### src/trfr_pkg.sv
// ----------------------------------------------------------------------------
// Token ring frame receiver package
// Shared types and codes of the token ring frame receiver and its checker.
// ----------------------------------------------------------------------------
package trfr_pkg;

	localparam int FRAME_LEN = 8;
	localparam int IDX_W = $clog2(FRAME_LEN);
	localparam int CNT_W = $clog2(FRAME_LEN + 1);

	localparam logic [1:0] OP_BYTE = 2'd0;
	localparam logic [1:0] OP_POLL_SENT = 2'd1;
	localparam logic [1:0] OP_CLAIM_FIRST = 2'd2;
	localparam logic [1:0] OP_CALL_SERVED = 2'd3;

	localparam logic [2:0] KIND_NONE = 3'd0;
	localparam logic [2:0] KIND_ANNOUNCE = 3'd1;
	localparam logic [2:0] KIND_POLL_ME = 3'd2;
	localparam logic [2:0] KIND_ACK_ME = 3'd3;
	localparam logic [2:0] KIND_OTHER = 3'd4;
	localparam logic [2:0] KIND_DROP = 3'd5;

	localparam logic [7:0] HDR_ANNOUNCE = 8'hAA;
	localparam logic [7:0] HDR_POLL = 8'h55;
	localparam logic [7:0] HDR_ZERO = 8'h00;
	localparam logic [7:0] HDR_ACK2 = 8'h55;
	localparam logic [7:0] NODE_DEFAULT = 8'd127;
	localparam logic [7:0] WAIT_LIMIT = 8'd5;
	localparam logic [7:0] MY_ID_RESET = 8'd1;

	typedef struct packed {
		logic [1:0] opcode;
		logic [7:0] rx_byte;
	} in_t;

	typedef struct packed {
		logic [2:0] frame_kind;
		logic [7:0] next_node;
		logic       is_first;
		logic       called;
		logic [7:0] caller;
		logic       ack_seen;
		logic [7:0] ack_wait;
	} out_t;

endpackage

### src/token_ring_frame_receiver.sv
// ----------------------------------------------------------------------------
// Token ring frame receiver
// Collects bus bytes into a frame window, decodes announce, poll and ack
// frames, and keeps the token ring node state.
// ----------------------------------------------------------------------------
// Usage:
// Items arrive on the in channel (in_valid, in_ready, in_data). Each beat
// carries an opcode and a received byte; exactly one result beat leaves on
// the out channel (out_valid, out_ready, out_data) for every input beat.
// A result shows the frame kind decoded by that beat and the node state
// after it. cfg_we writes cfg_wdata into the node address on any edge;
// the user must change it only while the block holds no beat, since the
// block itself does not enforce this. A beat passes the input register,
// then the decode and state update, which load the output register. One
// beat is accepted every cycle as long as the output is taken; the state
// loop runs from the state registers through the decode logic and back.
// Reset clears the window, the other node state and both valid flags, and
// sets the node address to 1, the next node to 127 and the first flag.
// When out_ready is low the result holds; the input register keeps one
// more beat, and in_ready then drops until the output moves.
// ----------------------------------------------------------------------------
module token_ring_frame_receiver import trfr_pkg::*; (
	input  logic       clk,
	input  logic       arst_n,
	input  logic       in_valid,
	output logic       in_ready,
	input  in_t        in_data,
	output logic       out_valid,
	input  logic       out_ready,
	output out_t       out_data,
	input  logic       cfg_we,
	input  logic [7:0] cfg_wdata
);

	logic             valid_s1;
	in_t              data_s1;
	logic             adv;
	logic [7:0]       my_id_q;
	logic [7:0]       window_q [FRAME_LEN];
	logic [CNT_W-1:0] fill_q;
	logic [7:0]       next_q;
	logic             first_q;
	logic             called_q;
	logic [7:0]       caller_q;
	logic             ack_q;
	logic [7:0]       wait_q;
	logic             out_valid_q;
	out_t             out_q;

	logic [7:0]       win_full [FRAME_LEN];
	logic [7:0]       window_d [FRAME_LEN];
	logic [CNT_W-1:0] fill_d;
	logic [7:0]       next_d;
	logic             first_d;
	logic             called_d;
	logic [7:0]       caller_d;
	logic             ack_d;
	logic [7:0]       wait_d;
	logic [2:0]       kind_d;
	logic [7:0]       wait_inc;

	assign adv = !out_valid_q || out_ready;
	assign in_ready = !valid_s1 || adv;
	assign out_valid = out_valid_q;
	assign out_data = out_q;

	always_comb begin
		for (int i = 0; i < FRAME_LEN; i++) begin
			win_full[i] = window_q[i];
			window_d[i] = window_q[i];
		end
		fill_d = fill_q;
		next_d = next_q;
		first_d = first_q;
		called_d = called_q;
		caller_d = caller_q;
		ack_d = ack_q;
		wait_d = wait_q;
		kind_d = KIND_NONE;
		wait_inc = (wait_q == 8'hFF) ? wait_q : wait_q + 8'd1;
		unique case (data_s1.opcode)
			OP_BYTE: begin
				win_full[fill_q[IDX_W-1:0]] = data_s1.rx_byte;
				for (int i = 0; i < FRAME_LEN; i++) begin
					window_d[i] = win_full[i];
				end
				fill_d = fill_q + CNT_W'(1);
				if (fill_q == CNT_W'(FRAME_LEN - 1)) begin
					for (int i = 0; i < FRAME_LEN; i++) begin
						window_d[i] = 8'h00;
					end
					fill_d = '0;
					if (win_full[0] == HDR_ANNOUNCE && win_full[1] == HDR_ZERO) begin
						kind_d = KIND_ANNOUNCE;
						if (win_full[2] < my_id_q) begin
							first_d = 1'b0;
						end
						if (win_full[2] < next_q && win_full[2] > my_id_q) begin
							next_d = win_full[2];
						end
					end else if (win_full[0] == HDR_POLL && win_full[1] == HDR_ZERO) begin
						kind_d = KIND_OTHER;
						if (win_full[2] == my_id_q) begin
							kind_d = KIND_POLL_ME;
							called_d = 1'b1;
							caller_d = win_full[4];
						end
					end else if (win_full[0] == HDR_POLL && win_full[1] == HDR_ACK2) begin
						kind_d = KIND_OTHER;
						if (win_full[2] == my_id_q) begin
							kind_d = KIND_ACK_ME;
							ack_d = 1'b1;
							wait_d = 8'h00;
						end
					end else begin
						kind_d = KIND_DROP;
						for (int i = 0; i < FRAME_LEN - 1; i++) begin
							window_d[i] = win_full[i + 1];
						end
						window_d[FRAME_LEN-1] = 8'h00;
						fill_d = CNT_W'(FRAME_LEN - 1);
					end
				end
			end
			OP_POLL_SENT: begin
				wait_d = wait_inc;
				if (wait_inc > WAIT_LIMIT) begin
					next_d = NODE_DEFAULT;
				end
			end
			OP_CLAIM_FIRST: begin
				first_d = 1'b1;
			end
			OP_CALL_SERVED: begin
				called_d = 1'b0;
				caller_d = 8'h00;
			end
			default: begin
				kind_d = KIND_NONE;
			end
		endcase
	end

	always_ff @(posedge clk or negedge arst_n) begin
		if (!arst_n) begin
			valid_s1 <= 1'b0;
		end else if (in_ready) begin
			valid_s1 <= in_valid;
		end
	end

	always_ff @(posedge clk) begin
		if (in_ready && in_valid) begin
			data_s1 <= in_data;
		end
	end

	always_ff @(posedge clk or negedge arst_n) begin
		if (!arst_n) begin
			my_id_q <= MY_ID_RESET;
		end else if (cfg_we) begin
			my_id_q <= cfg_wdata;
		end
	end

	always_ff @(posedge clk or negedge arst_n) begin
		if (!arst_n) begin
			for (int i = 0; i < FRAME_LEN; i++) begin
				window_q[i] <= 8'h00;
			end
			fill_q <= '0;
			next_q <= NODE_DEFAULT;
			first_q <= 1'b1;
			called_q <= 1'b0;
			caller_q <= 8'h00;
			ack_q <= 1'b0;
			wait_q <= 8'h00;
			out_valid_q <= 1'b0;
		end else if (valid_s1 && adv) begin
			for (int i = 0; i < FRAME_LEN; i++) begin
				window_q[i] <= window_d[i];
			end
			fill_q <= fill_d;
			next_q <= next_d;
			first_q <= first_d;
			called_q <= called_d;
			caller_q <= caller_d;
			ack_q <= ack_d;
			wait_q <= wait_d;
			out_valid_q <= 1'b1;
		end else if (out_ready) begin
			out_valid_q <= 1'b0;
		end
	end

	always_ff @(posedge clk) begin
		if (valid_s1 && adv) begin
			out_q.frame_kind <= kind_d;
			out_q.next_node <= next_d;
			out_q.is_first <= first_d;
			out_q.called <= called_d;
			out_q.caller <= caller_d;
			out_q.ack_seen <= ack_d;
			out_q.ack_wait <= wait_d;
		end
	end

endmodule

### config.mk
export PLATFORM = sky130hd
export DESIGN_NAME = token_ring_frame_receiver
export DESIGN_NICKNAME = d
export VERILOG_FILES = /design/src/trfr_pkg.sv /design/src/token_ring_frame_receiver.sv
export SDC_FILE = /design/constraint.sdc
export NUM_CORES = 1
export LEC_CHECK = 0
export BUFFER_PORTS_ARGS = -buffer_cell sky130_fd_sc_hd__buf_2
export CORE_MARGIN = 3
export CORE_UTILIZATION = 66
export CTS_CLUSTER_DIAMETER = 50
export DETAILED_ROUTE_END_ITERATION = 12
export PLACE_DENSITY = 0.95
export SKIP_CTS_REPAIR_TIMING = 1
export SLEW_MARGIN = 0
export SYNTH_ARGS = -nofsm -noshare
export SYNTH_HDL_FRONTEND = slang
export SYNTH_SLANG_ARGS = --single-unit
### constraint.sdc
create_clock -name clk -period 9.4 [get_ports clk]
set_input_delay 0.47 -clock clk [delete_from_list [all_inputs] [get_ports clk]]
set_output_delay 0.47 -clock clk [all_outputs]
set_load 0.03 [all_outputs]
==> results, run 1 <==
- The initial utilization of the core area, before any placement, comes to 67.9%.
- Broken down by cell family, the worst path's largest delay share belongs to simple AND/OR/NAND/NOR gates.
- The height of the chip is 115 µm.
- The total number of placement rows is 39.
- The number of failing hold endpoints at the final stage is 0.
- The via count of the first global-routing pass came to 6733.
- The post-synthesis cell count is 768.
- The area growth from synthesis to final layout is 11.2%.
- The average wire per standard cell is 22.3 µm.
- After floorplanning, the core was sized to cover 11500 µm².
- By area the synthesized netlist is led by sky130_fd_sc_hd__dfrtp_1, sky130_fd_sc_hd__edfxtp_1, sky130_fd_sc_hd__nand2_1.
- Measured along the x axis, the die boundary spans 115 µm.
- The critical path depth in cells is 11.
- On the worst path, the slowest cell contributes a delay of 0.65 ns.
- The part of the total power dissipated in combinational logic is 30.6%.
- The worst hold path terminates at data_s1[8]$_DFFE_PP_.
- Derived from the worst setup path, the maximum achievable clock frequency is 224 MHz.
- Across the routed clock network, the largest skew measured is 0.00985 ns.
- The total global routing track utilization is 33.4%.
- The HPWL after detailed placement is 13200 µm.
- The wire length of the first global-routing pass is 34300 µm.
- Global routing finished with a remaining overflow of 0.
- At the end of the flow the core is filled with cells to 75.5%.
- The part of the total power dissipated in the clock network is 29.0%.
- The clock period could shrink to 4.46 ns.
- The clock tree synthesis step divided the H-tree into 4 levels.
- Power spread over the standard cell area amounts to 279 nW/µm².
- The worst hold path class is input pin to flop.
- Of all nets on the critical path, the largest fanout is 14.
- The part of the total power dissipated in sequential elements is 40.4%.
- The routed layout has 6801 vias.
- The total net switching power is 866 µW.
- The slowest cell on the critical path is sky130_fd_sc_hd__or3b_1.
- The total die area is 13100 µm².
- The synthesized area per cell is 10.1 µm².
- The warning count from the yosys run is 0.
- Along the worst hold path, the cell count comes to 1.
- The clock slew seen by the registers of the worst setup and hold paths is 0.06 ns.
- Yosys mapped a number of flops with a built-in enable equal to 40.
- The count of pins over their slew limit is 0.
- STA classifies the critical path startpoint as a flop.
- The worst register-to-register path has a depth of 11.
- The mean number of vias per cell is 7.19.
- The number of antenna diodes in the final layout is 0.
- The number of ports placed on the die boundary is 55.
- The later pin in the worst-skew pair is clocked with a latency of 0.44 ns.
- The worst path buffer plus inverter count is 1.
- Summing every instance area after synthesis gives 7790 µm².
- For this run, the post-layout net count is 832.
- The start of the worst register-to-register path is fill_q[2]$_DFFE_PN0P_.
- Sequential cells were found to cover 49.3% of the synthesized design area.
- The kind of capture point of the worst setup path is a flop.
- After detailed placement, the total cell area comes to 8030 µm².
- The internal cell power is 1550 µW.
- In this run the most critical hold path is launched from in_data[8].
- The count of buffers added on input and output ports is 54.
- The routability congestion estimate is 0.902.
- The cell area after layout is 8660 µm².
- The data arrival at the endpoint of the critical path is 4.63 ns.
- Across the run, the number of max-cap violations was 0.
- TritonCTS built the clock tree.
- The final worst slack is 4.94 ns.
- The worst setup path is of the flop to flop kind.
- Prior to clock tree synthesis, the placed netlist has a worst setup slack of 5.10 ns.
- The longest clock path from root to sink contains 2 buffers.
- The commonest cells after synthesis are sky130_fd_sc_hd__nand2_1, sky130_fd_sc_hd__dfrtp_1, sky130_fd_sc_hd__o21ai_0, sky130_fd_sc_hd__mux2i_1, sky130_fd_sc_hd__edfxtp_1.
- The detailed router's first-iteration violation count is 1175.
- Entering global routing, the biggest net connects 86 pins.
- Yosys mapped the design onto 72 distinct sky130hd cell types.
- After detailed routing, the number of remaining DRC violations is 0.
- The most used standard cell by instance count after synthesis is sky130_fd_sc_hd__nand2_1.
- The worst vdd rail ir drop is 0.188 mV.
- In the final layout, the share of cells above drive strength 1 is 16.6%.
- After synthesis the netlist holds a flip-flop and latch count of 145.
- Net switching is 35.9% of the power.
- The period utilization is 47.4%.
- The count of TritonRoute iterations in the first routing pass is 6.
- Total power for the finished layout comes to 2410 µW.
- Setup repair after global routing left no endpoint under its margin.
- The proportion of register bits with asynchronous set or reset after synthesis is 72.4%.
- Data on the critical path is required at its endpoint by 9.57 ns.
- The biggest area consumer among synthesized cells is sky130_fd_sc_hd__dfrtp_1.
- The slew at the pin closest to its max-slew limit is 1.33 ns.
- The critical path goes through or3b_1 -> mux2i_1 -> inv_1 -> ha_1 -> nand4_1 -> nor4b_1 -> mux2i_2 -> and3_1 -> and3_1 -> o32ai_1 -> o21bai_1.
- Summed over all layers, the routed wires come to 21100 µm.
- The clock net in this run drives a total of 145 sinks.
- The number of buffers created by CTS is 17.
- In the synthesized netlist the dominant register cell turns out to be sky130_fd_sc_hd__dfrtp_1.
- The run finished with clean final reports.
- The remaining antenna violation count after routing is 0.
- The fraction of synthesized cell area taken by the top area cell type is 30.8%.
- The number of antenna violations at the first check in global routing is 0.
- The buffer cell driving the clock tree root is sky130_fd_sc_hd__clkbuf_16.
- The net count of the mapped netlist is 810.
- The number of setup violations in the final report is 0.
- For flop-to-flop paths, the worst setup slack is 4.94 ns.
- The reg-to-reg endpoint is out_data[26]$_DFFE_PP_.
- The remaining max-slew budget at the tightest pin is 11.2%.
- Summed over all cells, the static leakage comes to 0.00394 µW.
- The critical path's most frequent cell is sky130_fd_sc_hd__and3_1.
- For the final routed database, the setup TNS stands at 0 ns.
sequential cells by signal (all words and copies together), names as in the netlist, 4 cells and up:
| name | count |
|---|---|
| caller_q | 8 |
| data_s1 | 10 |
| fill_q | 4 |
| my_id_q | 8 |
| next_q | 8 |
| out_data | 30 |
| wait_q | 8 |
| window_q | 64 |
power by group through the flow:
stage	logic, µW	clock network, µW	registers, µW
2_1_floorplan	534	0	947
3_3_place_gp	663	0	952
3_5_place_dp	707	0	971
4_1_cts	721	698	964
5_1_grt	798	728	990
6_report	739	699	975
metal layers:
layer  GRT usage, %  share of wire [%]  vias up
met5              0                  0        -
met4           18.4                4.4        0
met2           53.0                 48      557
met3           7.61                 11      110
met1           42.5                 37     3248
li1               -                  -     2886
area by class of cell:
type / count / area [µm²]
inverter: 35 / 131
multi-input combinational: 532 / 3580
sequential: 145 / 3840
fill: 714 / 2810
timing repair buffer: 59 / 313
clock inverter: 6 / 62.6
tap: 143 / 179
clock buffer: 26 / 554
worst max-delay path by stage:
stage / endpoint / start
4_1_cts: out_data[26]$_DFFE_PP_ / fill_q[2]$_DFFE_PN0P_
6_report: out_data[26]$_DFFE_PP_ / fill_q[2]$_DFFE_PN0P_
3_3_place_gp: out_data[26]$_DFFE_PP_ / fill_q[2]$_DFFE_PN0P_
3_5_place_dp: out_data[26]$_DFFE_PP_ / fill_q[1]$_DFFE_PN0P_
5_1_grt: out_data[26]$_DFFE_PP_ / fill_q[1]$_DFFE_PN0P_
2_1_floorplan: out_data[1]$_DFFE_PP_ / fill_q[1]$_DFFE_PN0P_
cell usage in the layout, fill, tap and decap left out, types with 8 or more instances in the layout:
| master | instances |
|---|---|
| sky130_fd_sc_hd__mux2_2 | 13 |
| sky130_fd_sc_hd__a21oi_1 | 19 |
| sky130_fd_sc_hd__buf_2 | 53 |
| sky130_fd_sc_hd__ha_1 | 19 |
| sky130_fd_sc_hd__o211ai_1 | 19 |
| sky130_fd_sc_hd__nand2_1 | 128 |
| sky130_fd_sc_hd__inv_1 | 35 |
| sky130_fd_sc_hd__dfrtp_1 | 96 |
| sky130_fd_sc_hd__dfstp_2 | 9 |
| sky130_fd_sc_hd__a22oi_1 | 29 |
| sky130_fd_sc_hd__o221ai_1 | 29 |
| sky130_fd_sc_hd__nand3_1 | 23 |
| sky130_fd_sc_hd__edfxtp_1 | 40 |
| sky130_fd_sc_hd__o211ai_2 | 9 |
| sky130_fd_sc_hd__o21ai_0 | 52 |
| sky130_fd_sc_hd__nor2_1 | 19 |
| sky130_fd_sc_hd__nand2b_1 | 8 |
| sky130_fd_sc_hd__nor3_1 | 14 |
| sky130_fd_sc_hd__nand4_1 | 8 |
| sky130_fd_sc_hd__clkbuf_16 | 21 |
| sky130_fd_sc_hd__and3_1 | 9 |
| sky130_fd_sc_hd__mux2i_1 | 47 |
kinds of logic (layout without fill, tap and decap cells):
family,count (synthesis),after routing,share of synthesized area [%]
AOI/OAI and AO/OA,196,196,18.5
adders and majority gates,19,19,3.05
DFF,145,145,49.3
buffers and inverters,91,126,4.75
muxes,61,61,8.10
and+or+nand+nor,254,254,16.1
xor gates and xnor gates,2,2,0.225
through the flow:
step / hold WS (ns) / std cells
2_1_floorplan: 0.174 / 768
3_3_place_gp: 0.378 / 913
3_5_place_dp: 0.380 / 913
4_1_cts: -0.0708 / 945
5_1_grt: 0.206 / 946
6_report: 0.214 / 946
No activity file was read; power rests on OpenSTA's default activity.
==> run 2, diff against run 1 <==
CORE_UTILIZATION = 55   (was 66)
PLACE_DENSITY = 0.88   (was 0.95)
clock period = 3.65 ns   (was 9.4 ns; I/O delays follow)
==> results, run 2 (synthesis results as in run 1) <==
- The total number of vias is 6595.
- Routability-driven placement finished with a final weighted congestion of 0.963.
- The average wire per standard cell is 20.5 µm.
- The startpoint identified for the worst hold timing path is cfg_wdata[7].
- The number of buffers and inverters on the critical path is 1.
- TritonCTS built the clock tree.
- The slew at the pin closest to its max-slew limit is 0.838 ns.
- The clock period could shrink to 3.50 ns.
- For this run, the slowest stage of the critical path takes 0.61 ns.
- Once layout is done, the placed cells without fillers occupy 9110 µm².
- The core region area is 13600 µm².
- The final global-route overflow total is 0.
- The slowest cell on the critical path is sky130_fd_sc_hd__o41a_4.
- The analysis attributes to cell leakage a power of 0.00416 µW.
- The net total in the final layout is 876.
- The wire length of the first global-routing pass is 32800 µm.
- The total power density per cell area is 694 nW/µm².
- On the final layout, the worst hold slack is -0.0254 ns.
- The post-route setup TNS is 0 ns.
- The number of antenna violations at the first check in global routing was 0.
- Setup repair after global routing left no endpoint under its margin.
- The via count of the first global-routing pass is 6347.
- Once placement finished, the instance area stood at 8320 µm².
- The period utilization is 96.0%.
- The remaining max-slew budget at the tightest pin is 43.9%.
- In this run the worst path has a maximum fanout of 11.
- Setup violations remaining at the end of the flow were counted as 0.
- The reg-to-reg endpoint is out_data[2]$_DFFE_PP_.
- The worst hold path class is input pin to flop.
- The critical path's most frequent cell is sky130_fd_sc_hd__nor3_1.
- The deepest clock path buffer count is 2.
- The start of the worst register-to-register path is fill_q[2]$_DFFE_PN0P_.
- The most common cell after layout, fill and taps aside is sky130_fd_sc_hd__nand2_1.
- Along the worst hold path, the cell count comes to 3.
- The first element of the critical path is fill_q[2]$_DFFE_PN0P_.
- The end-of-flow core utilization is 67.2%.
- Walking the worst path, the cells encountered are or3b_1 -> mux2i_1 -> inv_1 -> ha_1 -> nand4_1 -> nor3_1 -> mux2i_4 -> o41a_4 -> nor3_1 -> nor3_1.
- After detailed routing, the number of remaining DRC violations is 0.
- The detailed-route wire length is 21000 µm.
- The maximum frequency from static timing analysis is 285 MHz.
- The deepest level of the CTS H-tree is 4.
- In this run the remaining antenna-violating nets after routing total 0.
- The data arrival at the endpoint of the critical path is 3.68 ns.
- The total global routing track utilization is 25.9%.
- The number of diodes added for antenna fixing is 0.
- The mean number of vias per cell is 6.45.
- Cells with a size suffix above 1 make up 19.8% of the layout.
- The final setup skew is 0.00926 ns.
- Input and output buffers added on the ports amount to 54.
- The path with the worst hold slack has its endpoint at my_id_q[7]$_DFFE_PN0P_.
- The number of ports placed on the die boundary is 55.
- The run finished, with violations left.
- The number of failing hold endpoints at the final stage is 4.
- The worst reg2reg path depth is 10.
- The die is 125 µm tall.
- The total die area is 15600 µm².
- The floorplan die width is 125 µm.
- Data on the critical path is required at its endpoint by 3.83 ns.
- By startpoint and endpoint, the worst setup path is classified as flop to flop.
- The total number of placement rows is 42.
- VDD sags by at most 0.745 mV.
- Clock-pin slew was measured on the worst setup and hold paths at 0.06 ns.
- The count of pins over their slew limit came to 0.
- The count of max-cap constraint violations is 0.
- Detailed placement ended at an HPWL of 13300 µm.
- The number of buffers created by CTS is 17.
- CTS placed an instance of sky130_fd_sc_hd__clkbuf_16 at the clock tree root.
- The top cell types in the final layout, fill and taps aside, are sky130_fd_sc_hd__nand2_1, sky130_fd_sc_hd__dfrtp_1, sky130_fd_sc_hd__buf_2, sky130_fd_sc_hd__o21ai_0, sky130_fd_sc_hd__mux2i_1.
- The final reports fail on negative hold slack.
- The flip-flop count of the largest register, all copies and words added is 64.
- The count of TritonRoute iterations in the first routing pass is 6.
- Clock latency on the worst-skew pair, taken at its later pin, is 0.44 ns.
- For flop-to-flop paths, the worst setup slack is 0.15 ns.
- The element type at the critical path start is a flop.
- The pin count of the biggest net entering global routing is 60.
- The CTS sink count is 145.
- After the first detailed-routing iteration, the DRC count stood at 724.
- On the critical path the largest part of the delay comes from simple AND/OR/NAND/NOR gates.
- Counting flops per register, the top entry is window_q.
- The area growth from synthesis to final layout is 17.0%.
- The kind of capture point of the worst setup path is a flop.
- The starting density of the core is 57.4%.
## run 2: worst max path at each step
| stage | end | cells past startpoint | slack [ns] |
|---|---|---|---|
| 5_1_grt | out_data[2]$_DFFE_PP_ | 10 | 0.01 |
| 2_1_floorplan | out_data[1]$_DFFE_PP_ | 12 | 0.07 |
| 3_3_place_gp | out_data[1]$_DFFE_PP_ | 9 | 0.18 |
| 4_1_cts | out_data[2]$_DFFE_PP_ | 10 | 0.03 |
| 3_5_place_dp | out_data[4]$_DFFE_PP_ | 10 | 0.08 |
| 6_report | out_data[2]$_DFFE_PP_ | 10 | 0.15 |
## run 2: layout make-up
type	count	area [µm²]
Tap cell	176	220
Sequential cell	145	3840
Clock inverter	12	139
Timing Repair Buffer	103	691
Clock buffer	20	447
Fill cell	955	4450
Inverter	35	131
Multi-Input combinational cell	532	3640
## run 2: power by group
part | internal [µW] | switching [µW]
sequential | 2120 | 315
clock | 1080 | 673
combinational | 873 | 1260
## run 2: tightest hold or removal path: cells and delay by family
kind | cells | cell delay [ns]
buf+inv | 1 | 0.08
compound gates | 1 | 0.06
simple gates | 1 | 0.04
## run 2: metal layers
metal,vias up,GRT usage (%),part of all wire (%)
li1,2981,-,-
met3,56,6.31,8.7
met4,0,8.48,2.4
met1,3184,35.3,41
met2,374,41.2,48
met5,-,0,0
## run 2: stage by stage
stage | hold WS [ns] | setup WS [ns] | total power, µW | std cells
5_1_grt | -0.00470 | 0.0109 | 6620 | 1023
4_1_cts | -0.261 | 0.0293 | 6210 | 1008
6_report | -0.0254 | 0.145 | 6320 | 1023
3_5_place_dp | 0.188 | 0.0778 | 4440 | 976
3_3_place_gp | 0.181 | 0.184 | 4340 | 976
2_1_floorplan | -0.113 | 0.0733 | 3810 | 768
==> run 3, diff against run 2 <==
CTS_BUF_LIST = sky130_fd_sc_hd__clkbuf_4 sky130_fd_sc_hd__clkbuf_8 sky130_fd_sc_hd__clkbuf_16   (was default)
==> results, run 3 (synthesis results as in run 1) <==
- The starting density of the core is 57.4%.
- The remaining antenna violation count after routing is 0.
- The element type at the critical path start is a flop.
- The clock slew seen by the registers of the worst setup and hold paths is 0.06 ns.
- The internal portion of the total power is 4090 µW.
- The register with the most flip-flops in the layout has 64 of them.
- The tool flagged a number of max-cap violations equal to 0.
- The number of fill cells in the layout is 958.
- STA puts the critical path data required time at 3.82 ns.
- Summed over all layers, the routed wires come to 20800 µm.
- Leaving out fill and tap cells, the most frequent cells in the layout are sky130_fd_sc_hd__nand2_1, sky130_fd_sc_hd__dfrtp_1, sky130_fd_sc_hd__buf_2, sky130_fd_sc_hd__o21ai_0, sky130_fd_sc_hd__mux2i_1.
- For met2 alone, demand over resource in global routing was 41.0%.
- Ranked by flip-flop count, first place goes to window_q.
- The floorplan die width is 125 µm.
- The tree is rooted in a sky130_fd_sc_hd__clkbuf_16.
- The multi-input combinational cells in the finished layout cover a total of 3630 µm².
- For this design the total switching power over the nets is 2240 µW.
- The mean number of vias per cell is 6.42.
- Setup repair after global routing could not meet its margin everywhere.
- The kind of cell with the highest combined delay along the critical path is simple AND/OR/NAND/NOR gates.
- The largest fanout of any net on the critical path is 11.
- The kind of capture point of the worst setup path is a flop.
- Hold timing on the final database bottoms out at a slack of -0.0174 ns.
- The most common cell after layout, fill and taps aside is sky130_fd_sc_hd__nand2_1.
- The slowest stage of the critical path is the sky130_fd_sc_hd__o41a_4 cell.
- The count of TritonRoute iterations in the first routing pass is 6.
- The number of antenna violations at the first check in global routing came to 0.
- The via count of the first global-routing pass is 6339.
- 55 I/O pins were placed.
- Cells with a size suffix above 1 make up 19.8% of the layout.
- The count of pins over their slew limit was 0.
- The post-route setup TNS is 0 ns.
- The deepest clock path buffer count is 2.
- The core region area is 13600 µm².
- The total power density per cell area is 694 nW/µm².
- On the worst path, the slowest cell contributes a delay of 0.61 ns.
- The number of buffers added on ports is 54.
- met2 is the most crowded layer.
- The final global-route overflow total is 0.
- After detailed routing, the average wire length per cell comes to 20.3 µm.
- Summed over all nets, the half-perimeter wirelength after detailed placement is 13300 µm.
- The most numerous cell type found on the critical path is sky130_fd_sc_hd__nor3_1.
- The number of buffers created by CTS is 17.
- The initialized floorplan defines 42 standard-cell rows.
- The run finished, with violations left.
- The routability congestion estimate is 0.963.
- At the worst endpoint, the arrival time is 3.66 ns.
- In the final layout, flip-flops and latches occupy 3840 µm².
- For met1 alone, demand over resource in global routing was 35.2%.
- The worst pin sits at a relative slew slack of 43.5%.
- TritonCTS built the clock tree.
- At the pin with the least slew margin, the transition time is 0.844 ns.
- The CTS sink count is 145.
- The worst path needs 3.49 ns of the cycle, external delays included.
- Sequential cells burn 38.5% of the power.
- The final critical path takes up 95.6% of the cycle.
- The final setup skew is 0.0141 ns.
- The pin count of the biggest net entering global routing is 60.
- The net total in the final layout is 877.
- The part of the total power dissipated in the clock network is 27.8%.
- The die covers 15600 µm².
- The number of diodes added for antenna fixing is 0.
- The routed layout has 6578 vias.
- The number of failing hold endpoints at the final stage came to 2.
- The signal on the critical path passes through or3b_1 -> mux2i_1 -> inv_1 -> ha_1 -> nand4_1 -> nor3_1 -> mux2i_4 -> o41a_4 -> a21oi_1 -> nor3_1.
- The static leakage is 0.00417 µW.
- The area growth from synthesis to final layout is 17.1%.
- The worst hold path class is input pin to flop.
- The end-of-flow core utilization is 67.2%.
- The first global-routing pass estimated 32800 µm of wire.
- In the routed design, unresolved DRC markers number 0.
- The worst-case IR drop observed on VDD is 0.746 mV.
- The final reports fail on negative hold slack.
- Setup violations remaining at the end of the flow were counted as 0.
- The clock latency of the later-clocked register in the worst-skew pair is 0.43 ns.
- Net switching is 35.3% of the power.
- In this run, the number of DRC markers left after iteration 0 of detailed routing was 755.
- The part of the total power dissipated in combinational logic is 33.7%.
- The deepest level of the CTS H-tree is 4.
- Timing would allow up to 286 MHz.
- Global routing consumed, on the met3 layer, 7.29% of the routing resources.
- The height of the chip is 125 µm.
- The total global routing track utilization is 25.9%.
- The worst setup path is of the flop to flop kind.
- The number of buffers and inverters on the critical path is 1.
run 3: cell types whose count changed in the layout (fill, tap and decap cells not counted):
| cell | before | now |
|---|---|---|
| sky130_fd_sc_hd__clkbuf_1 | 2 | 0 |
| sky130_fd_sc_hd__clkbuf_4 | 0 | 2 |
| sky130_fd_sc_hd__dlygate4sd3_1 | 15 | 16 |
| sky130_fd_sc_hd__or3_1 | 4 | 6 |
| sky130_fd_sc_hd__or3_4 | 2 | 0 |
run 3: worst paths after layout:
kind | start | end | slack (ns) | depth (start not counted)
max | fill_q[2]$_DFFE_PN0P_ | out_data[2]$_DFFE_PP_ | 0.16 | 10
min | cfg_wdata[7] | my_id_q[7]$_DFFE_PN0P_ | -0.02 | 3
max reg2reg | fill_q[2]$_DFFE_PN0P_ | out_data[2]$_DFFE_PP_ | 0.16 | 10
min reg2reg | first_q$_DFFE_PN1P_ | first_q$_DFFE_PN1P_ | 0.46 | 2
max in group asynchronous | arst_n | window_q[59]$_DFFE_PN0P_ | 2.44 | 3
min in group asynchronous | arst_n | wait_q[2]$_DFFE_PN0P_ | 0.26 | 2
run 3: worst min-delay path: cells and delay by family:
family          cells  cell delay, ns
buf+inv             1            0.08
simple gates        1            0.04
compound gates      1            0.06
run 3: cell type report:
cell class,instances,share of cell area (%)
sequential,145,42.1
multi-input combinational,532,39.8
timing repair buffer,104,7.68
clock buffer,20,4.98
tap,176,2.42
clock inverter,12,1.52
inverter,35,1.44
run 3: power groups by stage:
stage | combinational, µW | sequential [µW] | clock, µW
floorplan | 1380 | 2440 | 0
CTS | 2040 | 2410 | 1770
finish | 2130 | 2440 | 1760
detailed placement | 2000 | 2430 | 0
global placement | 1930 | 2410 | 0
global route | 2320 | 2470 | 1850
run 3: through the flow:
step	setup WS (ns)	hold WS (ns)	total power [µW]	cells	instance area, µm²
final	0.159	-0.0174	6330	1024	9120
after global routing	-0.0337	0.0164	6640	1024	9120
after CTS	0.0293	-0.261	6220	1008	8910
after detailed placement	0.0778	0.188	4440	976	8320
after global placement	0.184	0.181	4340	976	8320
after floorplan	0.0733	-0.113	3810	768	7790
run 3: per-layer routing:
layer  part of all wire [%]  vias up
met5                      0        -
met4                    2.6        0
met3                    9.3       69
met2                     47      405
met1                     41     3131
li1                       -     2973
